$ cat src/sv/lcd_pixel_unpack_convert_unit_assert.svh
// Assertion macros shared by the pixel unpacker modules.
// Both expect clk and rst_n in scope; each use ends its own statement.
`ifndef LCD_PIXEL_UNPACK_CONVERT_UNIT_ASSERT_SVH
`define LCD_PIXEL_UNPACK_CONVERT_UNIT_ASSERT_SVH
`ifndef SYNTHESIS
`define LPUC_ASSERT(label, prop, msg) \
    label: assert property (@(posedge clk) disable iff (!rst_n) prop) else $error(msg);
`define LPUC_NEVER(label, cond, msg) \
    label: assert property (@(posedge clk) disable iff (!rst_n) !(cond)) else $error(msg);
`else
`define LPUC_ASSERT(label, prop, msg)
`define LPUC_NEVER(label, cond, msg)
`endif
`endif

$ cat src/sv/lpuc_pkg.sv
package lpuc_pkg;

    localparam int PALETTE_DEPTH  = 256;
    localparam int PAL_IDX_W      = 8;
    localparam int COUNT_BITS_DEF = 20;
    localparam int FRAME_W        = 20;
    localparam int EMIT_W         = 6;     // up to 32 pixels per word
    localparam int WORK_DEPTH     = 2;
    localparam int RES_DEPTH      = 4;
    localparam int RES_LVL_W      = $clog2(RES_DEPTH + 1);
    localparam int CFG_IDX_W      = 3;
    localparam int CFG_DATA_W     = 20;

    // register indexes
    localparam logic [CFG_IDX_W-1:0] REG_PIXEL_MODE   = 3'd0;
    localparam logic [CFG_IDX_W-1:0] REG_RGB_ORDER    = 3'd1;
    localparam logic [CFG_IDX_W-1:0] REG_BYTE_ENDIAN  = 3'd2;
    localparam logic [CFG_IDX_W-1:0] REG_PIXEL_ENDIAN = 3'd3;
    localparam logic [CFG_IDX_W-1:0] REG_FRAME_PIXELS = 3'd4;

    // pixel modes
    localparam logic [2:0] MODE_PAL1 = 3'd0;
    localparam logic [2:0] MODE_PAL2 = 3'd1;
    localparam logic [2:0] MODE_PAL4 = 3'd2;
    localparam logic [2:0] MODE_PAL8 = 3'd3;
    localparam logic [2:0] MODE_1555 = 3'd4;
    localparam logic [2:0] MODE_888  = 3'd5;
    localparam logic [2:0] MODE_565  = 3'd6;
    localparam logic [2:0] MODE_444  = 3'd7;

    typedef struct packed {
        logic [2:0]         pixel_mode;
        logic               rgb_order;
        logic               byte_endian;
        logic               pixel_endian;
        logic [FRAME_W-1:0] frame_pixels;
    } cfg_t;

    typedef struct packed {
        logic        func;
        logic [31:0] data_word;
        logic [7:0]  palette_index;
        logic        frame_start;
    } in_item_t;

    typedef struct packed {
        logic [7:0] first_byte;
        logic [7:0] middle_byte;
        logic [7:0] third_byte;
        logic       last_of_word;
    } out_item_t;

    // classified item handed from front to back
    typedef struct packed {
        logic                 pal_write;
        logic [31:0]          word;
        logic [PAL_IDX_W-1:0] pidx;
        logic [EMIT_W-1:0]    n_emit;
    } work_t;

endpackage

$ cat src/sv/lpuc_fifo.sv
module lpuc_fifo #(
    parameter int WIDTH = $bits(lpuc_pkg::out_item_t),
    parameter int DEPTH = lpuc_pkg::RES_DEPTH
) (
    input  logic                       clk,
    input  logic                       rst_n,
    input  logic                       push,
    input  logic [WIDTH-1:0]           wr_data,
    input  logic                       pop,
    output logic [WIDTH-1:0]           rd_data,
    output logic                       full,
    output logic                       empty,
    output logic [$clog2(DEPTH+1)-1:0] level
);

    localparam int PTR_W = (DEPTH > 1) ? $clog2(DEPTH) : 1;
    localparam int LVL_W = $clog2(DEPTH + 1);

    logic [WIDTH-1:0] slot_reg [DEPTH];
    logic [PTR_W-1:0] wr_ptr_reg, wr_ptr_next;
    logic [PTR_W-1:0] rd_ptr_reg, rd_ptr_next;
    logic [LVL_W-1:0] level_reg, level_next;
    logic             do_push, do_pop;

    assign full    = (level_reg == LVL_W'(DEPTH));
    assign empty   = (level_reg == '0);
    assign level   = level_reg;
    assign do_push = push && !full;
    assign do_pop  = pop && !empty;
    assign rd_data = slot_reg[rd_ptr_reg];

    always_comb
    begin
        wr_ptr_next = wr_ptr_reg;
        rd_ptr_next = rd_ptr_reg;
        level_next  = level_reg;
        if (do_push)
        begin
            wr_ptr_next = (wr_ptr_reg == PTR_W'(DEPTH - 1)) ? '0 : wr_ptr_reg + 1'b1;
        end
        if (do_pop)
        begin
            rd_ptr_next = (rd_ptr_reg == PTR_W'(DEPTH - 1)) ? '0 : rd_ptr_reg + 1'b1;
        end
        case ({do_push, do_pop})
            2'b10:   level_next = level_reg + 1'b1;
            2'b01:   level_next = level_reg - 1'b1;
            default: level_next = level_reg;
        endcase
    end

    always_ff @(posedge clk or negedge rst_n)
    begin
        if (!rst_n)
        begin
            wr_ptr_reg <= '0;
            rd_ptr_reg <= '0;
            level_reg  <= '0;
        end
        else
        begin
            wr_ptr_reg <= wr_ptr_next;
            rd_ptr_reg <= rd_ptr_next;
            level_reg  <= level_next;
        end
    end

    always_ff @(posedge clk)
    begin
        if (do_push)
        begin
            slot_reg[wr_ptr_reg] <= wr_data;
        end
    end

endmodule

$ cat config.mk
export PLATFORM = sky130hd
export DESIGN_NAME = lpuc_fifo
export DESIGN_NICKNAME = d
export VERILOG_FILES = /design/src/sv/lcd_pixel_unpack_convert_unit_assert.svh /design/src/sv/lpuc_pkg.sv /design/src/sv/lpuc_fifo.sv
export SDC_FILE = /design/constraint.sdc
export NUM_CORES = 1
export LEC_CHECK = 0
export BUFFER_PORTS_ARGS = -buffer_cell sky130_fd_sc_hd__buf_4
export CAP_MARGIN = 40
export CORE_AREA = 4 4 134 136
export CTS_BUF_LIST = sky130_fd_sc_hd__clkbuf_4 sky130_fd_sc_hd__clkbuf_8 sky130_fd_sc_hd__clkbuf_16
export DETAILED_ROUTE_END_ITERATION = 8
export DIE_AREA = 0 0 138 140
export PLACE_DENSITY_LB_ADDON = 0.3
export RECOVER_POWER = 50
export SLEW_MARGIN = 20
export SYNTH_ARGS = -nofsm -noshare
export SYNTH_HDL_FRONTEND = slang
export SYNTH_SLANG_ARGS = --single-unit
$ cat constraint.sdc
create_clock -name clk -period 1.76 [get_ports clk]
set_input_delay 0.176 -clock clk [delete_from_list [all_inputs] [get_ports clk]]
set_output_delay 0.176 -clock clk [all_outputs]
set_load 0.03 [all_outputs]
==> reports/results.tsv <==
metric	value	unit
minimum clock period after layout	1860	ps
met2 usage	0.144	
mux cell area share after synthesis	0.157	
CP delay by family, top	multiplexers	
met3 Usage GRT	0.0399	
Setup-failing EPs final	26	
pre-CTS setup slack	-90.0	ps
Core Region	16900	sq um
remaining antenna violation count	0	
nets@finish	295	
Netlist cell types	20	
Worst path slowest cell	mux4_2	
crit-path cells	buf_12, mux4_2, buf_6	
number of flip-flops in the largest register	100	
TritonCTS clock tree	done	
register bit count reported by yosys	107	
Fill cells	1671	
post-synth net total	207	
IO Pins	59	
CP startpoint kind	register	
relative slew slack	0.712	
DP HPWL	5210	um
vias in the first global route	2188	
routed vias/inst	3.90	
FP Rows	48	
global-route usage over all layers	0.0874	
number of CTS-inserted buffers	9	
CTS max path bufs	2	
RSZ-0062 raised after global routing	yes	
first-pass GRT wire length	12700	um
failing checks	setup timing	
Vias	1898	
DRC errors left	0	
Area Overhead vs Synth	30.7	%
starting density of the core	0.242	
die area	19300	sq um
FF/Latch Area	3180	sq um
combinational family with the most area after synthesis	multiplexers	
CP required	1580	ps
Pins Over Slew Limit	0	
gr ovfl total	0	
Critical Path End Type	primary output	
Port Buffer Count	58	
fin crit share	1.06	
global route hottest layer	met2	
met1 Track Usage GR	0.104	
Post-Layout Inst Area	5370	sq um
Final Hold Vio Count	0	
Max rail drop VDD	0.699	mV
Setup TNS	-1280	ps
status	finished with violations	
Reg clk slew, reported paths	60	ps
Critical Path Max Stage Delay	550	ps
Clock Sinks	107	
H-tree Lvls	3	
pwr/cell area	1800	nW/um^2
Horiz. Die Dim	138	um
Netlist Area Pre-Place	4110	sq um
Root Buffer	clkbuf_16	
initial antenna violation count	0	
Compound-Gate Fraction of Synth Area	0	
Hold Path Class	in -> reg	
post-synthesis xor/xnor area fraction	0.00640	
Skew-Pair Late Insertion Delay	340	ps
Least-Margin Pin Slew	432	ps
Arrival @ worst endpoint	1690	ps
WP buf/inv	2	
f_max	536	MHz
clock skew	6.12	ps
WS Path Type	reg -> out	
Seq/Total Area, Yosys	0.774	
Avg Inst Size Synth	24.0	sq um
Die Ht	140	um
Routed wire per std cell	16.1	um
Multi-input gate area	856	sq um
routability cong.	0.686	
final wirelength	7840	um
worst setup margin	-105	ps
Post-Synth Adder-Cell Area	0.0232	
max-cap viol count	0	
share of cells above drive strength 1	0.435	
Crit Path Max Fanout	13	
ant diodes	0	
yosys warns	0	
post-synthesis simple-gate area fraction	0.0168	
total leakage power	0.00181	uW
Placed Instance Area	5060	sq um
Gate Count Post-Synth	171	
first-pass detailed-route iteration total	4	
Iter 0 DRT Violations	114	
largest net degree at the start of global routing	16	
## repair_timing
action                     in CTS  in global routing
hold buffers                    1                  0
cloned                          1                  0
pin swaps                       3                  3
hold endpoints to repair        7                  0
setup endpoints to repair      26                 62
buffers inserted                5                  0
gates resized for setup        33                  5
## area by class of cell
type                       instances  area share
clock inverter                     2     0.00280
timing repair buffer              83       0.141
tap                              225      0.0525
inverter                           7     0.00490
sequential                       107       0.593
multi-input combinational         51       0.160
clock buffer                      12      0.0462
## synthesized netlist by cell type (all sizes together)
master,number,area [sq um]
nor3,1,5.00
edfxtp,100,3000
buf,6,66.3
nor2,3,11.3
nand2b,1,6.26
xnor2,1,8.76
nor3b,1,12.5
fa,1,20.0
ha,6,75.1
mux4,25,589
and2,4,25.0
inv,7,26.3
mux2,4,45.0
mux2i,1,10.0
nor2b,1,8.76
xor2,2,17.5
dfrtp,7,175
## metal layers
layer  part of all wire  vias to the layer above
met5                  0                        -
met4              0.013                        0
met3              0.056                        9
met2               0.50                       41
met1               0.43                      975
li1                   -                      873
## cell families after synthesis
group | after synthesis
XOR/XNOR | 3
flip-flops | 107
adder cells (fa/ha/maj) | 7
AND/OR/NAND/NOR | 11
multiplexers | 30
buffers and inverters | 13
## report_power, final
part / switching [uW] / total (uW) / internal [uW] / leakage [uW]
Clock: 803 / 1790 / 991 / 0.000125
Combinational: 2210 / 4300 / 2090 / 0.000695
Sequential: 199 / 3580 / 3390 / 0.000994
## worst reg2reg max path: cells and delay by family, from the launching register on
kind / cells / cell delay [ps]
simple gates: 3 / 430
xor+xnor: 2 / 300
fa+ha+maj: 2 / 450
flops: 1 / 450
buf+inv: 2 / 90
## worst paths after layout
path,endpoint,slack [ps],cells after the start,from
min in group asynchronous,level[0],280,2,rst_n
max in group asynchronous,rd_ptr_reg[0],1160,2,rst_n
hold / removal,slot_reg[1][10],100,1,wr_data[10]
setup / recovery,rd_data[19],-100,3,rd_ptr_reg[0]
setup reg to reg,level[2],-40,9,level[1]
hold reg to reg,wr_ptr_reg[1],570,1,wr_ptr_reg[1]
## placed cells by master (no fill, tap or decap), types with 2 or more instances in the layout
master,n
edfxtp_1,100
clkbuf_1,27
mux4_2,25
buf_6,25
buf_4,19
buf_12,11
clkbuf_16,9
inv_1,5
ha_1,5
mux2_2,4
dfrtp_2,4
nor2_1,3
clkbuf_4,3
dfrtp_1,3
inv_2,2
and2_4,2
and2_2,2
xor2_1,2
clkinvlp_4,2
## metrics by stage
step / power, uW / utilization / std cells / hold slack [ps]
after CTS: 9970 / 0.323 / 488 / 15.6
after global routing: 10200 / 0.317 / 487 / 87.9
after detailed placement: 7610 / 0.299 / 467 / 0.949
after floorplan: 6060 / - / 171 / -120
final: 9680 / 0.317 / 487 / 97.7
after global placement: 7570 / 0.299 / 467 / -2.70
Power figures use the tool's default switching activity.
