<file path="config.mk">
export PLATFORM = sky130hd
export DESIGN_NAME = lpuc_front
export DESIGN_NICKNAME = d
export VERILOG_FILES = /design/src/sv/lcd_pixel_unpack_convert_unit_assert.svh /design/src/sv/lpuc_pkg.sv /design/src/sv/lpuc_front.sv
export SDC_FILE = /design/constraint.sdc
export NUM_CORES = 1
export LEC_CHECK = 0
export BUFFER_PORTS_ARGS = -buffer_cell sky130_fd_sc_hd__buf_2
export CORE_AREA = 2 2 99 72
export DETAILED_ROUTE_END_ITERATION = 16
export DIE_AREA = 0 0 101 74
export GPL_ROUTABILITY_DRIVEN = 1
export PLACE_DENSITY = 0.81
export RECOVER_POWER = 25
export SETUP_SLACK_MARGIN = 0.1
export SLEW_MARGIN = 0
export SYNTH_ARGS = -nofsm -noshare
export SYNTH_HDL_FRONTEND = slang
export SYNTH_SLANG_ARGS = --single-unit
export TNS_END_PERCENT = 50
</file>
<file path="constraint.sdc">
create_clock -name clk -period 7.92 [get_ports clk]
set_clock_uncertainty 0.05 [all_clocks]
set_input_delay 0.792 -clock clk [delete_from_list [all_inputs] [get_ports clk]]
set_output_delay 0.792 -clock clk [all_outputs]
set_load 0.02 [all_outputs]
</file>
<file path="src/sv/lcd_pixel_unpack_convert_unit_assert.svh">
// Assertion macros shared by the pixel unpacker modules.
// Both expect clk and rst_n in scope; each use ends its own statement.
`ifndef LCD_PIXEL_UNPACK_CONVERT_UNIT_ASSERT_SVH
`define LCD_PIXEL_UNPACK_CONVERT_UNIT_ASSERT_SVH
`ifndef SYNTHESIS
`define LPUC_ASSERT(label, prop, msg) \
    label: assert property (@(posedge clk) disable iff (!rst_n) prop) else $error(msg);
`define LPUC_NEVER(label, cond, msg) \
    label: assert property (@(posedge clk) disable iff (!rst_n) !(cond)) else $error(msg);
`else
`define LPUC_ASSERT(label, prop, msg)
`define LPUC_NEVER(label, cond, msg)
`endif
`endif

</file>
<file path="src/sv/lpuc_pkg.sv">
package lpuc_pkg;

    localparam int PALETTE_DEPTH  = 256;
    localparam int PAL_IDX_W      = 8;
    localparam int COUNT_BITS_DEF = 20;
    localparam int FRAME_W        = 20;
    localparam int EMIT_W         = 6;     // up to 32 pixels per word
    localparam int WORK_DEPTH     = 2;
    localparam int RES_DEPTH      = 4;
    localparam int RES_LVL_W      = $clog2(RES_DEPTH + 1);
    localparam int CFG_IDX_W      = 3;
    localparam int CFG_DATA_W     = 20;

    // register indexes
    localparam logic [CFG_IDX_W-1:0] REG_PIXEL_MODE   = 3'd0;
    localparam logic [CFG_IDX_W-1:0] REG_RGB_ORDER    = 3'd1;
    localparam logic [CFG_IDX_W-1:0] REG_BYTE_ENDIAN  = 3'd2;
    localparam logic [CFG_IDX_W-1:0] REG_PIXEL_ENDIAN = 3'd3;
    localparam logic [CFG_IDX_W-1:0] REG_FRAME_PIXELS = 3'd4;

    // pixel modes
    localparam logic [2:0] MODE_PAL1 = 3'd0;
    localparam logic [2:0] MODE_PAL2 = 3'd1;
    localparam logic [2:0] MODE_PAL4 = 3'd2;
    localparam logic [2:0] MODE_PAL8 = 3'd3;
    localparam logic [2:0] MODE_1555 = 3'd4;
    localparam logic [2:0] MODE_888  = 3'd5;
    localparam logic [2:0] MODE_565  = 3'd6;
    localparam logic [2:0] MODE_444  = 3'd7;

    typedef struct packed {
        logic [2:0]         pixel_mode;
        logic               rgb_order;
        logic               byte_endian;
        logic               pixel_endian;
        logic [FRAME_W-1:0] frame_pixels;
    } cfg_t;

    typedef struct packed {
        logic        func;
        logic [31:0] data_word;
        logic [7:0]  palette_index;
        logic        frame_start;
    } in_item_t;

    typedef struct packed {
        logic [7:0] first_byte;
        logic [7:0] middle_byte;
        logic [7:0] third_byte;
        logic       last_of_word;
    } out_item_t;

    // classified item handed from front to back
    typedef struct packed {
        logic                 pal_write;
        logic [31:0]          word;
        logic [PAL_IDX_W-1:0] pidx;
        logic [EMIT_W-1:0]    n_emit;
    } work_t;

endpackage

</file>
<file path="src/sv/lpuc_front.sv">
module lpuc_front #(
    parameter int COUNT_BITS = lpuc_pkg::COUNT_BITS_DEF
) (
    input  logic              clk,
    input  logic              rst_n,
    input  logic              push,
    input  lpuc_pkg::in_item_t in_item,
    input  lpuc_pkg::cfg_t    cfg,
    input  logic              wq_full,
    output logic              wq_push,
    output lpuc_pkg::work_t   wq_data
);

    localparam int CMP_W = (COUNT_BITS > lpuc_pkg::FRAME_W) ? COUNT_BITS : lpuc_pkg::FRAME_W;
    localparam int EW    = lpuc_pkg::EMIT_W;

    logic [COUNT_BITS-1:0] count_reg, count_next, count_base;
    logic [CMP_W-1:0]      base_ext, fp_ext, cmax_ext, lim, avail;
    logic [EW-1:0]         n_pix, n_emit;
    logic                  accept;

    assign accept = push && !wq_full;

    // pixels a word yields in the current mode
    always_comb
    begin
        case (cfg.pixel_mode)
            lpuc_pkg::MODE_PAL1: n_pix = EW'(32);
            lpuc_pkg::MODE_PAL2: n_pix = EW'(16);
            lpuc_pkg::MODE_PAL4: n_pix = EW'(8);
            lpuc_pkg::MODE_PAL8: n_pix = EW'(4);
            lpuc_pkg::MODE_888:  n_pix = EW'(1);
            default:             n_pix = EW'(2);
        endcase
    end

    // room left in the frame, capped by the counter ceiling
    always_comb
    begin
        count_base = in_item.frame_start ? '0 : count_reg;
        base_ext   = CMP_W'(count_base);
        fp_ext     = CMP_W'(cfg.frame_pixels);
        cmax_ext   = CMP_W'({COUNT_BITS{1'b1}});
        lim        = (fp_ext < cmax_ext) ? fp_ext : cmax_ext;
        avail      = (base_ext >= lim) ? '0 : lim - base_ext;
        n_emit     = (avail < CMP_W'(n_pix)) ? avail[EW-1:0] : n_pix;
        count_next = count_reg;
        if (accept)
        begin
            count_next = in_item.func ? count_base : count_base + COUNT_BITS'(n_emit);
        end
    end

    // words that yield nothing are dropped here
    assign wq_push           = accept && (in_item.func || (n_emit != '0));
    assign wq_data.pal_write = in_item.func;
    assign wq_data.word      = in_item.data_word;
    assign wq_data.pidx      = in_item.palette_index;
    assign wq_data.n_emit    = n_emit;

    always_ff @(posedge clk or negedge rst_n)
    begin
        if (!rst_n)
        begin
            count_reg <= '0;
        end
        else
        begin
            count_reg <= count_next;
        end
    end

endmodule

</file>
==> results_dict.tcl, run 1 <==
set metrics [dict create \
    cp_slowest_cell "ha_1" \
    async_flop_share_pct 100 \
    post_drt_wl_per_cell_um 15.4 \
    final.setup.worst_slack_ps 787 \
    ctsResizeCount 0 \
    pre_cts_slack_ps 570 \
    reg2reg_from "count_reg[0]" \
    nets 515 \
    peakVddDrop_mv 0.121 \
    hold_buffers 0 \
    drv_slew 0 \
    worstSetupStartpointType "input pin" \
    vias_per_cell 5.96 \
    dr_total_vias 2922 \
    synth_cell_types 67 \
    area_growth_pct -2.99 \
    post_cts_buffers 0 \
    gp_congestion 0.909 \
    clkTransAtPathRegs_ps 80 \
    initial_utilization_pct 49.8 \
    endpoint_kind "register" \
    port_buffers 36 \
    die_w_um 101 \
    relSlewSlack_pct 26.1 \
    fillers 652 \
    grt_pass1_vias 2705 \
    cp_top_family "compound AO/OA/AOI/OAI gates" \
    power_leakage_nw 1.45 \
    ff2ff_path_depth 31 \
    mostFrequentLayoutCell "nand2_1" \
    core.rowCount 25 \
    ys.flop_type "dfrtp_1" \
    power_mw 0.420 \
    grtUsageTotal_pct 20.3 \
    required_ps 8050 \
    timing.final.crit_share_pct 90.1 \
    wirelength_mm 7.56 \
    cellPowerDensity_mw_per_mm2 133 \
    startpoint "in_item[0]" \
    synth_nets 545 \
    synthDominantCellAreaShare_pct 15.3 \
    firstDrtPassIters 5 \
    cp.arrival_ps 7270 \
    yosys-top-cells-area "dfrtp_1 (15%), ha_1 (12%), buf_4 (9.6%)" \
    final_cell_mix "nand2_1 (62), buf_2 (35), ha_1 (31)" \
    grt_first_pass_wirelength_mm 12.5 \
    cts_root_buf "clkbuf_8" \
    status "finished, final reports clean" \
    die-area_mm2 0.00747 \
    maxCapViolations 0 \
    hold_violations 0 \
    first_iter_violations 221 \
    worstSetupPathDepth 32 \
    dp_cells 486 \
    ff2ff_setup_slack_ps 1390 \
    rsz0062_at_grt "false" \
    critPathKind "in -> reg" \
    fmax_mhz 140 \
    synth-seq-cells 20 \
    drive_gt1_share_pct 15.6 \
    cpMostUsedCell "a21oi_1" \
    rr_endpoint "count_reg[18]" \
    ios 120 \
    finalNonFillerCells 490 \
    utilization_pct 48.3 \
    syn_area_mm2 0.00327 \
    clock-sinks 20 \
    tns_ps 0 \
    worst_pin_slew_ps 1110 \
    cp_max_fo 20 \
    min_path_type "reg -> reg" \
    grt_max_degree 21 \
    synth_edf_count 0 \
    core_mm2 0.00657 \
    cts_tree "done" \
    largest_reg_flops 20 \
    setup_violations 0 \
    drtAntennaViolNets 0 \
    seq_area_frac_synth_pct 15.3 \
    clockBufferDepth 2 \
    antenna_found_initial 0 \
    grt_overflow_total 0 \
    insertion_delay_ps 260 \
    critPathCapture "count_reg[18]" \
    postSynthCellCount 440 \
    detailed_place_hpwl_mm 6.10 \
    ys.warnings.count 0 \
    cts_buffers 3 \
    drc 0 \
    yosys.area.top_type "dfrtp_1" \
    synth.avg_cell_area_um2 7.43 \
    diodes 0 \
    layout_min_cycle_time_ps 7130 \
    die_h_um 74 \
    cp_slowest_stage_delay_ps 510 \
    path_buf_inv 4 \
    cts_max_level 1 \
]
metal layers:
layer	wire, um	part of all wire [%]	track usage (%)
met4	106	1.4	4.95
met3	502	6.6	2.44
met2	3360	44	32.0
met1	3590	47	29.9
met5	0	0	0
cell type report:
class	instances	area [um2]	share of cell area, %
flip-flops and latches	20	500	15.8
multi-input cells	328	2240	70.5
repair buffers	37	186	5.88
clock buffers	3	41.3	1.30
well taps	81	101	3.20
clock inverters	1	30.0	0.947
inverters	20	75.1	2.37
logic make-up (layout without fill, tap and decap cells):
kind of cell    Yosys count  in the layout  synth area share [%]
simple gates            156            156                  24.0
compound gates          100            100                  20.4
buf+inv                  92             61                  16.3
fa+ha+maj                33             33                  13.1
xor+xnor                 30             30                  8.04
flops                    20             20                  15.3
mux                       9              9                  2.95
tightest hold or removal path, stage by stage, from the launching register on:
cell and delay (ps):
dfrtp_1 340, nand2_1 50, o21ai_0 70
through the flow:
stage	hold slack (ps)	cell area [um2]
final	440	3170
after global routing	500	3170
after CTS	433	3170
after detailed placement	419	3100
after global placement	411	3100
after floorplan	392	3270
where the power goes:
group | switching, mW | internal, mW | leakage, nW
registers | 0.00279 | 0.108 | 0.276
logic | 0.122 | 0.0827 | 1.13
clock network | 0.0369 | 0.0676 | 0.0357
worst min path at each step:
stage | slack [ps] | cells past startpoint | to | from
after floorplan | 390 | 2 | count_reg[0] | count_reg[0]
after global placement | 410 | 2 | count_reg[0] | count_reg[0]
after detailed placement | 420 | 2 | count_reg[0] | count_reg[0]
after CTS | 430 | 1 | count_reg[12] | rst_n
after global routing | 500 | 1 | count_reg[2] | count_reg[2]
final | 440 | 2 | count_reg[0] | count_reg[0]
synth_stat cells (5+ instances only):
library cell	number
a211oi_1	7
ha_1	31
a21o_1	7
o21ai_0	20
nand2b_1	8
and3_1	5
nand3_1	11
or2_2	5
dfrtp_1	20
nor2_1	25
xnor2_1	14
buf_4	42
clkbuf_1	23
a21oi_1	29
xor2_1	16
inv_1	20
nand2_1	62
a31oi_1	5
mux2i_1	7
nand4_1	6
nor2b_1	9
No activity file was read; power rests on OpenSTA's default activity.
==> run 2, diff against run 1 <==
Settings changed: CORE_AREA 2 2 99 72 to 2 2 104 76, DIE_AREA 0 0 101 74 to 0 0 106 78, PLACE_DENSITY 0.81 to 0.77.
Clock period 7.92 ns to 6 ns, I/O delays scaled along.
==> results_dict.tcl, run 2 (synthesis gave the netlist of run 1 again) <==
set metrics [dict create \
    hold_violations 0 \
    reg2reg_from "count_reg[0]" \
    grt_overflow_total 0 \
    clkTransAtPathRegs_ps 70 \
    relSlewSlack_pct 28.7 \
    firstDrtPassIters 7 \
    drc 0 \
    hold_buffers 0 \
    grt_first_pass_wirelength_mm 14.1 \
    diodes 0 \
    grtUsageTotal_pct 20.8 \
    dr_total_vias 3292 \
    holdWs_ps 453 \
    wl_met1_mm 4.25 \
    power_mw 0.637 \
    clock-sinks 20 \
    ios 120 \
    fmax_mhz 175 \
    worstSetupPathDepth 33 \
    clockBufferDepth 2 \
    hold_depth 2 \
    drtAntennaViolNets 0 \
    ff2ff_path_depth 30 \
    cts_buffers 3 \
    highest_layer "met4" \
    power_leakage_nw 1.83 \
    cp_slowest_cell "fa_2" \
    first_iter_violations 184 \
    antenna_found_initial 0 \
    vias_per_cell 5.58 \
    die-area_mm2 0.00827 \
    layout_min_cycle_time_ps 5710 \
    hp-start "count_reg[0]" \
    port_buffers 36 \
    core_mm2 0.00719 \
    required_ps 6090 \
    core.rowCount 26 \
    initial_utilization_pct 45.5 \
    insertion_delay_ps 260 \
    cp.arrival_ps 5800 \
    path_buf_inv 5 \
    setup_violations 0 \
    grt_max_degree 21 \
    mostFrequentLayoutCell "buf_4" \
    detailed_place_hpwl_mm 7.18 \
    wl_met3_um 546 \
    cellPowerDensity_mw_per_mm2 158 \
    largest_reg_flops 20 \
    cp_top_family "compound AO/OA/AOI/OAI gates" \
    die_w_um 106 \
    peakVddDrop_mv 0.0967 \
    fillers 617 \
    die_h_um 78 \
    cts_tree "done" \
    area_growth_pct 23.1 \
    nets 598 \
    maxCapViolations 0 \
    rsz0062_at_grt "false" \
    cts_root_buf "clkbuf_8" \
    cts_max_level 1 \
    wirelength_mm 9.12 \
    drive_gt1_share_pct 37.6 \
    grt_pass1_vias 3045 \
    worst_pin_slew_ps 1070 \
    status "finished, final reports clean" \
    utilization_pct 56.0 \
    min_path_type "reg -> reg" \
    wl_met2_mm 4.20 \
    cp_slowest_stage_delay_ps 350 \
    gp_congestion 0.920 \
    final_cell_mix "buf_4 (83), nand2_1 (60), buf_2 (35)" \
    endpoint_kind "register" \
    cpMostUsedCell "a21oi_2" \
    startpoint "in_item[0]" \
    post_drt_wl_per_cell_um 15.5 \
    critPathKind "in -> reg" \
    worstSetupStartpointType "input pin" \
    cp_max_fo 6 \
    timing.final.crit_share_pct 95.1 \
    drv_slew 0 \
]
-- run 2: cell types whose count changed in the layout (fill, tap and decap cells not counted), sizes merged --
cell      previous run  this run
clkbuf               4         5
buf                 36       119
clkinvlp             0         1
inv                 20        19
bufinv               1         0
-- run 2: stage by stage --
stage | cells | TNS, ps | cell area, um2 | worst slack, ps
2_1_floorplan | 440 | 0 | 3350 | 104
3_3_place_gp | 578 | -1260 | 3750 | -221
3_5_place_dp | 578 | -2140 | 3750 | -314
4_1_cts | 585 | 0 | 3840 | 106
5_1_grt | 590 | 0 | 4030 | 11.2
6_report | 590 | 0 | 4030 | 294
-- run 2: path summary, 6_finish.rpt --
kind	to	slack (ps)
max reg2reg	count_reg[18]	430
min	count_reg[0]	450
max in group asynchronous	count_reg[16]	4800
min reg2reg	count_reg[0]	450
max	count_reg[18]	290
min in group asynchronous	count_reg[7]	460
-- run 2: final cells by class --
type                            instances  area [um2]  area share [%]
Multi-Input combinational cell        328        2450            61.0
Sequential cell                        20         500            12.4
Clock buffer                            4        55.1            1.37
Tap cell                               98         123            3.05
Timing Repair Buffer                  120         813            20.2
Inverter                               20        78.8            1.96
-- run 2: per-layer routing --
metal	vias to the layer above	global-route usage [%]
met4	0	3.03
met2	115	34.0
met5	-	0
met3	27	1.68
li1	1580	-
met1	1570	30.5
-- run 2: tightest hold or removal path: stages, from the launching register on --
cell and delay [ps]:
dfrtp_1 350, nand2_1 60, o21ai_0 60
-- run 2: power breakdown --
group	internal, mW	leakage [nW]	switching (mW)	total, mW
Clock	0.0584	0.0288	0.0443	0.103
Sequential	0.142	0.276	0.00444	0.147
Combinational	0.185	1.53	0.203	0.387
-- run 2: repair_timing --
action	CTS	global route
pin swaps	0	16
resized for setup	2	30
setup endpoints to repair	9	14
setup buffers	3	5
